## src/rtl/twadc_pkg.sv

```systemverilog
// Shared types and constants for the two-wire converter serial master.
// No dependencies; every other file in rtl/ imports this package.
package twadc_pkg;

    localparam int SAMPLE_BITS_DEF = 24;
    localparam int SAMPLE_MAX      = 24;

    // request codes on the input channel
    localparam logic [1:0] OP_TICK  = 2'd0;
    localparam logic [1:0] OP_READ  = 2'd1;
    localparam logic [1:0] OP_WRITE = 2'd2;

    // configuration register indexes
    localparam logic [1:0] REG_CHAN0_SETUP = 2'd0;
    localparam logic [1:0] REG_CHAN1_SETUP = 2'd1;
    localparam logic [1:0] REG_HALF_PERIOD = 2'd2;
    localparam logic [1:0] REG_TIMEOUT     = 2'd3;

    localparam logic [7:0]  CHAN0_SETUP_RST = 8'd12;
    localparam logic [7:0]  CHAN1_SETUP_RST = 8'd13;
    localparam logic [15:0] HALF_PERIOD_RST = 16'd125;
    localparam logic [31:0] TIMEOUT_RST     = 32'd50000000;

    localparam logic [6:0] CMD_READ  = 7'h56;
    localparam logic [6:0] CMD_WRITE = 7'h65;

    typedef struct packed {
        logic [7:0]  chan0_setup;
        logic [7:0]  chan1_setup;
        logic [15:0] half_period_ticks;
        logic [31:0] ready_timeout_ticks;
    } cfg_t;

    typedef struct packed {
        logic                  sck_level;
        logic                  dout_drive;
        logic                  dout_enable;
        logic                  busy_res;
        logic                  done_res;
        logic                  status;
        logic [SAMPLE_MAX-1:0] sample;
        logic [7:0]            setup_readback;
    } res_t;

endpackage

```

## src/rtl/twadc_cfg.sv

```systemverilog
// Configuration register file: setup bytes, half period and ready timeout.
// Depends on twadc_pkg.
module twadc_cfg (
    input  logic               clk,
    input  logic               rst_n,
    input  logic               cfg_valid,
    output logic               cfg_ready,
    input  logic [1:0]         cfg_index,
    input  logic [31:0]        cfg_data,
    output twadc_pkg::cfg_t    cfg
);
    import twadc_pkg::*;

    cfg_t cfg_reg;

    assign cfg_ready = 1'b1;
    assign cfg       = cfg_reg;

    always_ff @(posedge clk or negedge rst_n)
    begin
        if (!rst_n)
        begin
            cfg_reg.chan0_setup         <= CHAN0_SETUP_RST;
            cfg_reg.chan1_setup         <= CHAN1_SETUP_RST;
            cfg_reg.half_period_ticks   <= HALF_PERIOD_RST;
            cfg_reg.ready_timeout_ticks <= TIMEOUT_RST;
        end
        else if (cfg_valid)
        begin
            case (cfg_index)
                REG_CHAN0_SETUP: cfg_reg.chan0_setup         <= cfg_data[7:0];
                REG_CHAN1_SETUP: cfg_reg.chan1_setup         <= cfg_data[7:0];
                REG_HALF_PERIOD: cfg_reg.half_period_ticks   <= cfg_data[15:0];
                REG_TIMEOUT:     cfg_reg.ready_timeout_ticks <= cfg_data;
                default: ;
            endcase
        end
    end

endmodule

```

## src/rtl/twadc_seq.sv

```systemverilog
// Pin-level sequencer: ready wait, clock pulse timing, shifting of sample,
// command and setup bits. One tick per advance. Depends on twadc_pkg.
module twadc_seq #(
    parameter int SAMPLE_BITS = twadc_pkg::SAMPLE_BITS_DEF
) (
    input  logic               clk,
    input  logic               rst_n,
    input  logic               advance,
    input  logic [1:0]         opcode,
    input  logic               channel,
    input  logic               dout_in,
    input  twadc_pkg::cfg_t    cfg,
    output twadc_pkg::res_t    res
);
    import twadc_pkg::*;

    localparam int TOTAL = SAMPLE_BITS + 22;
    localparam int PW    = $clog2(TOTAL + 1);

    localparam logic [1:0] PH_IDLE = 2'd0;
    localparam logic [1:0] PH_WAIT = 2'd1;
    localparam logic [1:0] PH_HIGH = 2'd2;
    localparam logic [1:0] PH_LOW  = 2'd3;

    // pulse offsets after the sample bits
    localparam logic [PW-1:0] Q_CMD_FIRST   = PW'(5);
    localparam logic [PW-1:0] Q_CMD_LAST    = PW'(11);
    localparam logic [PW-1:0] Q_TURN        = PW'(12);
    localparam logic [PW-1:0] Q_SETUP_FIRST = PW'(13);
    localparam logic [PW-1:0] Q_SETUP_LAST  = PW'(20);

    logic [1:0]             phase_reg, phase_next;
    logic [PW-1:0]          pulse_reg, pulse_next;
    logic [15:0]            half_reg, half_next;
    logic [31:0]            wait_reg, wait_next;
    logic [SAMPLE_BITS-1:0] sample_reg, sample_next;
    logic [7:0]             setup_reg, setup_next;
    logic [7:0]             devset_reg, devset_next;
    logic                   pend_reg, pend_next;
    logic                   tgt_reg, tgt_next;
    logic                   iswr_reg, iswr_next;

    logic [15:0]            hp;
    logic [31:0]            wait_inc;
    logic                   start_wait;
    logic                   done, tout, rdone;
    logic [PW-1:0]          q, qn;
    logic [6:0]             cmd;

    always_comb
    begin
        phase_next  = phase_reg;
        pulse_next  = pulse_reg;
        half_next   = half_reg;
        wait_next   = wait_reg;
        sample_next = sample_reg;
        setup_next  = setup_reg;
        devset_next = devset_reg;
        pend_next   = pend_reg;
        tgt_next    = tgt_reg;
        iswr_next   = iswr_reg;
        start_wait  = 1'b0;
        done        = 1'b0;
        tout        = 1'b0;
        rdone       = 1'b0;
        hp          = (cfg.half_period_ticks == '0) ? 16'd1 : cfg.half_period_ticks;
        wait_inc    = (wait_reg != '1) ? wait_reg + 32'd1 : wait_reg;
        q           = pulse_reg - PW'(SAMPLE_BITS);

        case (phase_reg)
            PH_IDLE:
            begin
                case (opcode)
                    OP_READ:
                    begin
                        tgt_next   = channel;
                        pend_next  = devset_reg[0] != channel;
                        iswr_next  = devset_reg[0] != channel;
                        start_wait = 1'b1;
                    end
                    OP_WRITE:
                    begin
                        tgt_next   = channel;
                        pend_next  = 1'b0;
                        iswr_next  = 1'b1;
                        start_wait = 1'b1;
                    end
                    default: ;
                endcase
            end
            PH_WAIT:
            begin
                if (!dout_in)
                begin
                    phase_next  = PH_HIGH;
                    half_next   = 16'd1;
                    pulse_next  = '0;
                    sample_next = '0;
                end
                else
                begin
                    wait_next = wait_inc;
                    if (wait_inc >= cfg.ready_timeout_ticks)
                    begin
                        // timeout of the setup write ahead of a read: run the read anyway
                        if (iswr_reg && pend_reg)
                        begin
                            iswr_next  = 1'b0;
                            pend_next  = 1'b0;
                            start_wait = 1'b1;
                        end
                        else
                        begin
                            phase_next = PH_IDLE;
                            done       = 1'b1;
                            tout       = 1'b1;
                        end
                    end
                end
            end
            default:
            begin
                if (half_reg < hp)
                begin
                    half_next = half_reg + 16'd1;
                end
                else if (phase_reg == PH_HIGH)
                begin
                    phase_next = PH_LOW;
                    half_next  = 16'd1;
                end
                else
                begin
                    // end of low half: capture, then advance to the next pulse or end the transfer
                    if (pulse_reg < PW'(SAMPLE_BITS))
                    begin
                        sample_next = {sample_reg[SAMPLE_BITS-2:0], dout_in};
                    end
                    else if (!iswr_reg && q >= Q_SETUP_FIRST && q <= Q_SETUP_LAST)
                    begin
                        setup_next = {setup_reg[6:0], dout_in};
                    end
                    pulse_next = pulse_reg + PW'(1);
                    if (pulse_next >= PW'(TOTAL))
                    begin
                        if (iswr_reg && pend_reg)
                        begin
                            iswr_next  = 1'b0;
                            pend_next  = 1'b0;
                            start_wait = 1'b1;
                        end
                        else
                        begin
                            phase_next = PH_IDLE;
                            done       = 1'b1;
                            rdone      = !iswr_reg;
                            if (!iswr_reg)
                            begin
                                devset_next = setup_next;
                            end
                        end
                    end
                    else
                    begin
                        phase_next = PH_HIGH;
                        half_next  = 16'd1;
                    end
                end
            end
        endcase

        if (start_wait)
        begin
            phase_next = PH_WAIT;
            wait_next  = '0;
            setup_next = iswr_next ? (tgt_next ? cfg.chan1_setup : cfg.chan0_setup) : 8'd0;
        end
    end

    // pin levels after this tick
    always_comb
    begin
        res             = '0;
        qn              = pulse_next - PW'(SAMPLE_BITS);
        cmd             = iswr_next ? CMD_WRITE : CMD_READ;
        res.busy_res    = phase_next != PH_IDLE;
        res.done_res    = done;
        res.status      = tout;
        if (rdone)
        begin
            res.sample = SAMPLE_MAX'(sample_next ^ {1'b1, {(SAMPLE_BITS-1){1'b0}}});
            res.setup_readback = setup_next;
        end
        if (phase_next == PH_HIGH || phase_next == PH_LOW)
        begin
            res.sck_level = phase_next == PH_HIGH;
            if (pulse_next >= PW'(SAMPLE_BITS))
            begin
                if (qn >= Q_CMD_FIRST && qn <= Q_CMD_LAST)
                begin
                    res.dout_enable = 1'b1;
                    res.dout_drive  = cmd[3'(Q_CMD_LAST - qn)];
                end
                else if (iswr_next && qn == Q_TURN)
                begin
                    res.dout_enable = 1'b1;
                end
                else if (iswr_next && qn >= Q_SETUP_FIRST && qn <= Q_SETUP_LAST)
                begin
                    res.dout_enable = 1'b1;
                    res.dout_drive  = setup_next[3'(Q_SETUP_LAST - qn)];
                end
            end
        end
    end

    always_ff @(posedge clk or negedge rst_n)
    begin
        if (!rst_n)
        begin
            phase_reg  <= PH_IDLE;
            pulse_reg  <= '0;
            half_reg   <= '0;
            wait_reg   <= '0;
            sample_reg <= '0;
            setup_reg  <= '0;
            devset_reg <= CHAN0_SETUP_RST;
            pend_reg   <= 1'b0;
            tgt_reg    <= 1'b0;
            iswr_reg   <= 1'b0;
        end
        else if (advance)
        begin
            phase_reg  <= phase_next;
            pulse_reg  <= pulse_next;
            half_reg   <= half_next;
            wait_reg   <= wait_next;
            sample_reg <= sample_next;
            setup_reg  <= setup_next;
            devset_reg <= devset_next;
            pend_reg   <= pend_next;
            tgt_reg    <= tgt_next;
            iswr_reg   <= iswr_next;
        end
    end

endmodule

```

## src/rtl/twadc_out.sv

```systemverilog
// Result register with valid/ready toward the receiver.
// Depends on twadc_pkg.
module twadc_out (
    input  logic               clk,
    input  logic               rst_n,
    input  logic               load,
    input  twadc_pkg::res_t    res_in,
    output logic               out_valid,
    input  logic               out_ready,
    output logic               room,
    output twadc_pkg::res_t    res_out
);
    import twadc_pkg::*;

    logic valid_reg;
    res_t data_reg;

    // a full register frees up on the same edge its transfer completes
    assign room      = !valid_reg || out_ready;
    assign out_valid = valid_reg;
    assign res_out   = data_reg;

    always_ff @(posedge clk or negedge rst_n)
    begin
        if (!rst_n)
        begin
            valid_reg <= 1'b0;
        end
        else if (load)
        begin
            valid_reg <= 1'b1;
        end
        else if (out_ready)
        begin
            valid_reg <= 1'b0;
        end
    end

    always_ff @(posedge clk)
    begin
        if (load)
        begin
            data_reg <= res_in;
        end
    end

endmodule

```

## src/rtl/two_wire_adc_serial_master.sv

```systemverilog
// Top level of the two-wire serial master for a two-channel bridge converter.
// Instantiates twadc_cfg, twadc_seq and twadc_out; depends on twadc_pkg.
//
// Usage:
//   Input channel (in_valid/in_ready, opcode/channel/dout_in): one transfer
//   is one tick of the pin sequencer. opcode requests a conversion read or a
//   setup write; requests while busy are dropped.
//   Output channel (out_valid/out_ready): every input transfer yields one
//   result carrying the pin levels after that tick and, on the finishing
//   tick, done/status/sample/setup_readback.
//   Config channel (cfg_valid/cfg_ready, cfg_index/cfg_data): always ready;
//   write only while idle.
// Timing: each result is registered and appears in the cycle after its input transfer.
// Throughput: one tick per cycle unless stalled; the whole tick update sits
//   between the sequencer state registers and the result register.
// Stall: while the result register holds an untaken result, in_ready drops;
//   it stays high if out_ready is high, so a full-rate stream never stops.
// Reset: sequencer idle, stored device setup = channel A reset value,
//   config registers at their reset values, no result pending.
module two_wire_adc_serial_master #(
    parameter int SAMPLE_BITS = twadc_pkg::SAMPLE_BITS_DEF
) (
    input  logic                   clk,
    input  logic                   rst_n,
    input  logic                   in_valid,
    output logic                   in_ready,
    input  logic [1:0]             opcode,
    input  logic                   channel,
    input  logic                   dout_in,
    output logic                   out_valid,
    input  logic                   out_ready,
    output logic                   sck_level,
    output logic                   dout_drive,
    output logic                   dout_enable,
    output logic                   busy_res,
    output logic                   done_res,
    output logic                   status,
    output logic [SAMPLE_BITS-1:0] sample,
    output logic [7:0]             setup_readback,
    input  logic                   cfg_valid,
    output logic                   cfg_ready,
    input  logic [1:0]             cfg_index,
    input  logic [31:0]            cfg_data
);
    import twadc_pkg::*;

    cfg_t cfg;
    res_t res_tick;
    res_t res_q;
    logic room;
    logic advance;

    assign in_ready = room;
    assign advance  = in_valid && room;

    twadc_cfg u_cfg (
        .clk       (clk),
        .rst_n     (rst_n),
        .cfg_valid (cfg_valid),
        .cfg_ready (cfg_ready),
        .cfg_index (cfg_index),
        .cfg_data  (cfg_data),
        .cfg       (cfg)
    );

    twadc_seq #(
        .SAMPLE_BITS (SAMPLE_BITS)
    ) u_seq (
        .clk     (clk),
        .rst_n   (rst_n),
        .advance (advance),
        .opcode  (opcode),
        .channel (channel),
        .dout_in (dout_in),
        .cfg     (cfg),
        .res     (res_tick)
    );

    twadc_out u_out (
        .clk       (clk),
        .rst_n     (rst_n),
        .load      (advance),
        .res_in    (res_tick),
        .out_valid (out_valid),
        .out_ready (out_ready),
        .room      (room),
        .res_out   (res_q)
    );

    assign sck_level      = res_q.sck_level;
    assign dout_drive     = res_q.dout_drive;
    assign dout_enable    = res_q.dout_enable;
    assign busy_res       = res_q.busy_res;
    assign done_res       = res_q.done_res;
    assign status         = res_q.status;
    assign sample         = res_q.sample[SAMPLE_BITS-1:0];
    assign setup_readback = res_q.setup_readback;

    a_no_overrun: assert property (@(posedge clk) disable iff (!rst_n)
        (out_valid && !out_ready) |-> !in_ready)
        else $error("input taken while result register is stalled");

    a_result_follows: assert property (@(posedge clk) disable iff (!rst_n)
        (in_valid && in_ready) |=> out_valid)
        else $error("input transfer produced no result");

    a_done_releases_pins: assert property (@(posedge clk) disable iff (!rst_n)
        (out_valid && done_res) |-> (!sck_level && !dout_enable && !busy_res))
        else $error("pins still driven on a finishing tick");

endmodule
```

## config.mk

```make
export PLATFORM = sky130hd
export DESIGN_NAME = two_wire_adc_serial_master
export DESIGN_NICKNAME = d
export VERILOG_FILES = /design/src/rtl/twadc_pkg.sv /design/src/rtl/twadc_cfg.sv /design/src/rtl/twadc_seq.sv /design/src/rtl/twadc_out.sv /design/src/rtl/two_wire_adc_serial_master.sv
export SDC_FILE = /design/constraint.sdc
export NUM_CORES = 1
export LEC_CHECK = 0
export BUFFER_PORTS_ARGS = -buffer_cell sky130_fd_sc_hd__buf_2
export CORE_MARGIN = 8
export CORE_UTILIZATION = 40
export DETAILED_ROUTE_END_ITERATION = 6
export PLACE_DENSITY = 0.55
export SKIP_CTS_REPAIR_TIMING = 1
export SYNTH_ARGS = -nofsm -noshare
export SYNTH_HDL_FRONTEND = slang
export SYNTH_SLANG_ARGS = --single-unit
```

## constraint.sdc

```tcl
create_clock -name clk -period 10.05 [get_ports clk]
set_input_delay 0.5025 -clock clk [delete_from_list [all_inputs] [get_ports clk]]
set_output_delay 0.5025 -clock clk [all_outputs]
set_load 0.01 [all_outputs]
```

======== Word-level counts from Yosys, hierarchy flattened ========
Index checks and enable logic that the tools add are counted.
storage, ports and cells
  register bits ........................... 195
  input bits .............................. 43
  output and inout port bits .............. 41
  logic and storage cells ................. 184
operators by class
  add/sub/neg operators ................... 7
  order comparisons ....................... 13
  equal/unequal tests ..................... 19
  muxes and demuxes ....................... 84
  bitwise logic cells ..................... 7
  reductions and logical operators ........ 31
operator list
  cell                                                  count
  2-to-1 mux 32 bit                                     4
  2-to-1 mux 24 bit                                     4
  2-to-1 mux 16 bit                                     5
  2-to-1 mux 8 bit                                      8
  one-hot mux 24 bit (2 select lines)                   1
  2-to-1 mux 1 bit                                      38
  adder 32 x 1 -> 32 bit (second input constant)        1
  >= comparator 32 bit                                  1
  != test 32 bit (second input constant)                1
  one-hot mux 16 bit (2 select lines)                   1
  2-to-1 mux 6 bit                                      4
  2-to-1 mux 2 bit                                      9
  adder 16 x 1 -> 16 bit (second input constant)        1
  zero test 16 bit                                      1
  less-than comparator 16 bit                           1
  AND reduction 7 bit                                   2
  equality test 2 bit (second input constant)           6
  >= comparator 6 x 4 -> 1 bit (second input constant)  2
  <= comparator 6 x 5 -> 1 bit (second input constant)  2
  one-hot mux 1 bit (2 select lines)                    6
  one-hot mux 6 bit (2 select lines)                    1
  subtractor 6 x 5 -> 6 bit (second input constant)     2
  AND reduction 2 bit                                   5
  != test 3 bit (second input constant)                 3
  27 further kinds                                      52

======== Depth between registers and ports, before layout ========
Gate-level depths: netlist (run 1).
  depth after elaboration ................. 15
  gate-level depth with buffers ........... 23
  gate-level depth less buffers ........... 20

======== Modules after synthesis ========
A second synthesis (run 1) with hierarchy kept.
unflattened totals
  cell total of the unflattened synthesis .. 1188
  area, all modules ....................... 11496.0 um2
by module, submodules not included
  module                      instances  cells each  area each (um2)  sequential area each (um2)
  twadc_seq                   1          1008        7873.8           2302.2
  twadc_cfg                   1          138         2427.3           1630.3
  twadc_out                   1          41          1188.6           1166.1
  two_wire_adc_serial_master  1          1           6.3              0.0

======== Least setup slack after synthesis (run 1) ========
Ideal clock, no wire load.
  kind .................................... reg2reg
  start point ............................. register u_seq.wait_reg[8]
  end point ............................... register u_out.data_reg, in the netlist u_out.res_out[36] (data pin)
  setup time .............................. 0.176 ns
  data arrival time ....................... 4.951 ns
  required time ........................... 9.874 ns
  path slack .............................. 4.923 ns
  cell stages (with the launch flop) ...... 21
  buffers on the path ..................... 1
  period minus slack after synthesis ...... 5.127 ns
  cells stage by stage .................... dfrtp_1 and4_1 nand4_1 nor4_1 a2111oi_1 and3_1 clkbuf_1 and3_1 and3_1 xor2_1 ha_1 a21oi_1 o21ai_0 a2111oi_0 o211ai_1 o21ai_0 o211ai_1 o22a_1 a2111oi_0 nor4_1 o32ai_1
on the way
  cells in the longest elaborated chain, start to end .. 13
  elaborated cells on any way between the ends .. 31
  those cells by class .................... 1 x add/sub; 1 x order compare; 3 x eq/ne; 21 x mux; 5 x reduce/logical
ends and longest elaborated chain
  element                                                   line              RTL
  start: declaration                                        twadc_seq.sv:35   logic [31:0] wait_reg, wait_next;
  start signal: assignment                                  twadc_seq.sv:237  wait_reg <= wait_next;
  adder 32 x 1 -> 32 bit or != test 32 bit (tied branches)  twadc_seq.sv:67   wait_inc = (wait_reg != '1) ? wait_reg + 32'd1 : wait_reg;
  2-to-1 mux 32 bit (*)                                     twadc_seq.sv:67
  >= comparator 32 bit (*)                                  twadc_seq.sv:103  if (wait_inc >= cfg.ready_timeout_ticks)
  2-to-1 mux 1 bit                                          twadc_seq.sv:103
  2-to-1 mux 1 bit                                          twadc_seq.sv:93   if (!dout_in)
  one-hot mux 1 bit (2 select lines)                        twadc_seq.sv:70   case (phase_reg)
  2-to-1 mux 8 bit                                          twadc_seq.sv:176  setup_next = iswr_next ? (tgt_next ? cfg.chan1_setup : cfg.chan0_setup) : 8'd0;
  2-to-1 mux 8 bit                                          twadc_seq.sv:172  if (start_wait)
  binary-select mux 1 bit (select 3 bit)                    twadc_seq.sv:211  res.dout_drive = setup_next[3'(Q_SETUP_LAST - qn)];
  2-to-1 mux 1 bit (not written as such)                    twadc_seq.sv:211
  2-to-1 mux 2 bit                                          twadc_seq.sv:208  else if (iswr_next && qn >= Q_SETUP_FIRST && qn <= Q_SETUP_LAST)
  2-to-1 mux 1 bit                                          twadc_seq.sv:204  else if (iswr_next && qn == Q_TURN)
  2-to-1 mux 2 bit                                          twadc_seq.sv:199  if (qn >= Q_CMD_FIRST && qn <= Q_CMD_LAST)
  end signal: assignment                                    twadc_out.sv:43   data_reg <= res_in;
  end: declaration                                          twadc_out.sv:16   res_t data_reg;
Mark *: on every way between the ends. The rest lies on a longest branch, timed or not. The select of a mux whose other input is x is not followed.
A chain may end at the register's enable or synchronous reset.

======== Worst setup path after layout (run 1) ========
  start point ............................. register u_seq.wait_reg[8]
  end point ............................... register u_seq.wait_reg[25]
on the way
  cells in the longest elaborated chain, start to end .. 8
  elaborated cells on any way between the ends .. 13
  those cells by class .................... 1 x add/sub; 1 x order compare; 1 x eq/ne; 7 x mux; 3 x reduce/logical
ends and longest elaborated chain
  element                                                   line
  adder 32 x 1 -> 32 bit or != test 32 bit (tied branches)  twadc_seq.sv:67
  2-to-1 mux 32 bit (*)                                     twadc_seq.sv:67
  >= comparator 32 bit                                      twadc_seq.sv:103
  2-to-1 mux 1 bit                                          twadc_seq.sv:103
  2-to-1 mux 1 bit                                          twadc_seq.sv:93
  one-hot mux 1 bit (2 select lines)                        twadc_seq.sv:70
  nonzero test 2 bit (no source line)                       n/a
  AND reduction 3 bit (no source line)                      n/a
Marks and branches as above.

==> results.md, run 1 <==
- Max reg flops: 64
- H-Tree Level Count: 4
- Syn_area_per_cell: 9.683 sq um
- Status: completed
- Later-pin clock latency in the skew report: 0.44 ns
- Final setup vio count: 0
- Drt wl/cell: 16.41 um
- Critical Path Sink Type: register
- Final period demand of the worst path: 6.310 ns
- Share of cells above drive strength 1: 0.1931
- Post-layout instance area: 12,500 sq um
- Residual DRC: 0
- Fmax achieved: 0.1585 GHz
- Worst slew pin tran: 1.200 ns
- Mapped cell area: 11,150 sq um
- Die Width: 182.9 um
- Setup Crit Path Kind: register to register
- Largest area contributor in the netlist: dfrtp_1
- Final hold vios: 0
- Initial Util: 0.4034
- Post-synth EDFFs: 38
- Syn nets: 1,255
- Most used DFF post-synth: dfrtp_1
- Pwr Total: 2.312 mW
- FILL cells: 2,735
- Post-DRT Antenna Nets: 0
- Area grow syn2layout: 12.13%
- CP Max Fanout: 36
- Initial DRC count: 723
- Total congestion overflow: 0
- Core area: 27,630 sq um
- Reg2Reg Depth: 20
- Post-layout util: 0.4524
- Vert. Die Dim: 182.9 um
- Ys Warns: 0
- Vias in the first global route: 8,123
- Crit Reg-Reg Endpoint: u_seq.wait_reg[25]
- Synth cell count leaders: nand2_1, dfrtp_1, o21ai_0
- Layout Nets: 1,308
- Startpoint Class: register
- Gpl congestion: 0.8273
- Synth Instances: 1,151
- Slew HR: 0.1771
- Worst r2r src: u_seq.wait_reg[8]
- Total CTS buffers: 17
- Max Clock Skew: 0.01952 ns
- GRT Total Usage: 0.1585
- Synth top area cells: dfrtp_1, edfxtp_1, ha_1, mux2_2, dfstp_2
- Cell Area, Placed: 11,900 sq um
- Count leader, synth: nand2_1
- FF+latch count, synth: 195
- Clock root buffer master: clkbuf_16
- Std-Cell Rows: 61
- Worst EP arrival: 6.66 ns
- Vias/cell: 5.287
- Via Count: 8,433
- Top Ports: 84
- Synth async-reset ratio: 0.8051
- Area share of the largest cell type after synthesis: 0.3009
- Largest net degree at the start of global routing: 90
- LEAKAGE: 5.390 nW
- Worst path required time: 10.40 ns
- Reg clk slew, reported paths: 0.08 ns
- Die footprint: 33,460 sq um
- First-pass GRT wire length: 43,240 um
- TritonCTS clock tree: yes
- Netlist cell types: 69
- Antenna diodes: 0
- Drt total wl: 26,180 um
- Period utilization: 0.6279
- Critical Path Start: u_seq.wait_reg[8]
- RSZ-0062 raised after global routing: no
- Peak supply drop: 0.09963 mV
- Hold crit path type: primary input to asynchronous set/reset pin
- Cell Pwr Density: 185.0 nW/um^2
- Bufs on Longest Clock Path: 2
- CP endpoint: u_seq.wait_reg[25]
- PortBufs: 82
- Max Cap Viol: 0
- Sequential area share after synthesis: 0.4575
- Pins Over Slew Limit: 0
- Initial antenna violation count: 0
- DPL Wire Length: 18,520 um
- Initial DRT Pass Iterations: 5
- TNS Setup: 0 ns
- CTS Sinks: 195
- Flop2flop setup slack: 3.74 ns
==> logic make-up (layout without fill, tap and decap cells) <==
kind of cell / after synthesis / in the layout / share of synthesized area
XOR/XNOR: 47 / 47 / 0.03693
buffers and inverters: 127 / 193 / 0.04356
AND/OR/NAND/NOR: 366 / 366 / 0.1536
other: 1 / 1 / 0.0003365
AO/OA/AOI/OAI: 267 / 267 / 0.1541
multiplexers: 87 / 87 / 0.08554
flip-flops: 195 / 195 / 0.4575
adder cells (fa/ha/maj): 61 / 61 / 0.06848
==> where the power goes <==
group	switching, mW	internal, mW
combinational	0.360	0.231
clock	0.347	0.342
sequential	0.108	0.923
total	0.815	1.50
==> worst max-delay path: stages, from the launching register on <==
cell and delay [ns]:
dfrtp_1 0.44, and4_1 0.26, nand4_1 0.19, nor4_1 0.14, a2111oi_1 0.86, and3_1 0.38, and3_1 0.24, nand3_1 0.10
or2_2 0.30, nand2_1 0.08, ha_1 0.23, a21oi_1 0.13, o21ai_0 0.13, a2111oi_0 0.39, o211ai_1 0.17, o21ai_0 0.59
o211ai_1 0.18, buf_4 0.28, nor2_1 0.88, nand2_1 0.10, o21ai_0 0.16
==> area by class of cell <==
class                           count  area (sq um)  area share
Inverter                           68         255.2     0.02042
Tap cell                          378         473.0     0.03784
Timing Repair Buffer               93         499.2     0.03994
Sequential cell                   195          5099      0.4079
Clock buffer                       18         439.2     0.03514
Clock inverter                     14         157.7     0.01261
Multi-Input combinational cell    829          5575      0.4461
==> metrics by stage <==
step / instances / hold WS, ns / setup slack, ns
2_1_floorplan: 1151 / 0.2069 / 4.923
3_3_place_gp: 1563 / 0.4622 / 3.931
3_5_place_dp: 1563 / 0.4756 / 3.763
4_1_cts: 1595 / 0.1910 / 3.722
5_1_grt: 1595 / 0.2229 / 3.224
6_report: 1595 / 0.1571 / 3.740
==> per-layer routing <==
layer / up-vias / wire, um / GRT usage / part of all wire
met5: - / 0 / 0 / 0
met4: 0 / 133 / 0.03025 / 0.0051
met3: 9 / 1048 / 0.02691 / 0.040
met2: 151 / 11550 / 0.2468 / 0.44
met1: 4059 / 13450 / 0.2295 / 0.51
li1: 4214 / - / - / -
==> worst min path at each step <==
stage	start	to	slack (ns)	depth (start not counted)
floorplan	rst_n	u_cfg.cfg[0]	0.21	0
global route	rst_n	u_cfg.cfg[26]	0.22	1
detailed placement	u_seq.setup_reg[7]	u_seq.setup_reg[7]	0.48	2
global placement	u_seq.tgt_reg	u_seq.tgt_reg	0.46	2
finish	rst_n	u_cfg.cfg[26]	0.16	1
CTS	rst_n	u_cfg.cfg[26]	0.19	1
==> cells in the final DEF (no fill, tap or decap), types with 24 or more instances in the layout <==
cell,n
a22oi_1,25
a31oi_1,25
nand2_1,158
nor2_1,79
xnor2_1,24
mux2_2,66
edfxtp_1,38
buf_2,81
dfrtp_1,134
a21oi_1,45
ha_1,61
o21ai_0,85
inv_1,66
Power figures use the tool's default switching activity.
==> run 2, diff against run 1 <==
clock period = 6.51 ns   (was 10.05 ns; I/O delays follow)
==> results.md, run 2 (synthesized netlist as in run 1, its figures left out) <==
- Max Cap Viol: 0
- CP Depth: 22
- Initial Util: 0.4034
- Final hold vios: 5
- Reg2Reg Depth: 22
- Top Ports: 84
- Hold slack: -0.02414 ns
- Layout Cells excl Fill: 1,597
- Final period demand of the worst path: 5.770 ns
- Max reg flops: 64
- Final Worst Setup Slack: 0.7400 ns
- Peak supply drop: 0.1627 mV
- Largest net degree at the start of global routing: 98
- Drt wl/cell: 16.67 um
- Vert. Die Dim: 182.9 um
- Total CTS buffers: 17
- H-Tree Level Count: 4
- Vias in the first global route: 8,438
- Bufs on Longest Clock Path: 2
- PortBufs: 82
- Most common library cell in the layout ignoring fill and taps: nand2_1
- Worst slew pin tran: 1.177 ns
- Total congestion overflow: 0
- Failing checks: hold timing
- Crit-path cells: and4_1 > nand4_1 > nor4_2 > and2_0 > nor2_1 > nand3_1 > nor2_1 > and4_1 > xor2_1 > ha_1 > nand4_1 > a311oi_1 > o21ai_0 > o211ai_1 > o21ai_0 > buf_4 > o211ai_1 > buf_4 > o221a_2 > a2111oi_0 > nor4_1 > o32ai_1
- Via Count: 8,428
- RSZ-0062 raised after global routing: no
- Pins Over Slew Limit: 0
- GRT Total Usage: 0.1631
- FILL cells: 2,680
- Startpoint Class: register
- Worst slack, placed: 0.6039 ns
- Area grow syn2layout: 12.18%
- Largest delay contributor family on the critical path: simple AND/OR/NAND/NOR gates
- Gpl congestion: 0.8131
- Core area: 27,630 sq um
- Std-Cell Rows: 61
- Cell Pwr Density: 285.3 nW/um^2
- First-pass GRT wire length: 44,500 um
- Share of cells above drive strength 1: 0.1944
- Hold crit path type: primary input to asynchronous set/reset pin
- Worst path required time: 6.68 ns
- TNS Setup: 0 ns
- DPL Wire Length: 18,560 um
- Fmax achieved: 0.1733 GHz
- Final setup vio count: 0
- Clock root buffer master: clkbuf_16
- Worst EP arrival: 5.94 ns
- Slew HR: 0.1927
- Area taken by multi-input logic gates: 5582 sq um
- Dpl cells: 1,565
- Post-DRT Antenna Nets: 0
- Die Width: 182.9 um
- CP endpoint: u_out.res_out[36]
- Initial DRT Pass Iterations: 5
- LEAKAGE: 5.393 nW
- Setup Crit Path Kind: register to register
- Die footprint: 33,460 sq um
- Antenna diodes: 0
- CTS Sinks: 195
- Status: finished, violations left
- Vias/cell: 5.277
- Initial antenna violation count: 0
- CP bufs+invs: 2
- Flop2flop setup slack: 0.74 ns
- Layout Nets: 1,310
- Critical Path Start: u_seq.wait_reg[8]
- Most frequent cells in the layout: nand2_1, dfrtp_1, o21ai_0
- Reg clk slew, reported paths: 0.08 ns
- Max Clock Skew: 0.01615 ns
- Pwr Total: 3.567 mW
- Crit Reg-Reg Endpoint: u_out.res_out[36]
- Residual DRC: 0
- CP Max Fanout: 14
- Later-pin clock latency in the skew report: 0.44 ns
- Initial DRC count: 614
- Period utilization: 0.8863
- Crit-path slowest cell: o211ai_1
- Critical Path Sink Type: register
- Worst r2r src: u_seq.wait_reg[8]
- TritonCTS clock tree: yes
- Drt total wl: 26,620 um
- Register area: 5099 sq um
- Slowest stage delay, CP: 0.53 ns
[run 2: changes by cell type in the layout (fill, tap and decap cells not counted), sizes merged]
cell and delta:
clkbuf +2, clkinv -2, inv -1, buf +2, clkinvlp +1
[run 2: how the worst min path moves through the flow]
| stage | to | cells after the start |
|---|---|---|
| 6_report | u_cfg.cfg[28] | 1 |
| 5_1_grt | u_cfg.cfg[28] | 1 |
| 4_1_cts | u_cfg.cfg[28] | 1 |
| 3_5_place_dp | u_seq.tgt_reg | 2 |
| 3_3_place_gp | u_seq.tgt_reg | 2 |
| 2_1_floorplan | u_cfg.cfg[0] | 0 |
[run 2: area by class of cell]
type	count	area share
Inverter	68	0.02041
Sequential cell	195	0.4078
Clock inverter	12	0.009006
Timing Repair Buffer	95	0.04113
Multi-Input combinational cell	829	0.4464
Tap cell	378	0.03783
Clock buffer	20	0.03743
[run 2: where the power goes]
group	total (mW)	switching (mW)	internal, mW	leakage [nW]
logic	0.915	0.559	0.356	2.74
registers	1.59	0.166	1.43	2.37
clock network	1.06	0.521	0.540	0.286
total	3.57	1.25	2.32	5.39
[run 2: per-stage QoR]
stage | util | cell area (sq um)
after floorplan | - | 11150
after global placement | 0.4313 | 11920
after detailed placement | 0.4313 | 11920
after CTS | 0.4523 | 12500
after global routing | 0.4525 | 12500
final | 0.4525 | 12500
[run 2: worst register-to-register path, cell delays in order (launching register included)]
cell and delay, ns:
dfrtp_1 0.44, and4_1 0.31, nand4_1 0.23, nor4_2 0.50
and2_0 0.37, nor2_1 0.12, nand3_1 0.24, nor2_1 0.10
and4_1 0.22, xor2_1 0.16, ha_1 0.29, nand4_1 0.09
a311oi_1 0.30, o21ai_0 0.20, o211ai_1 0.14, o21ai_0 0.12
buf_4 0.17, o211ai_1 0.53, buf_4 0.32, o221a_2 0.21
a2111oi_0 0.05, nor4_1 0.27, o32ai_1 0.13
[run 2: layer usage]
layer  part of all wire  GRT usage
met1               0.51     0.2294
met2               0.45     0.2569
met3              0.034    0.02770
met4             0.0080    0.04164
met5                  0          0
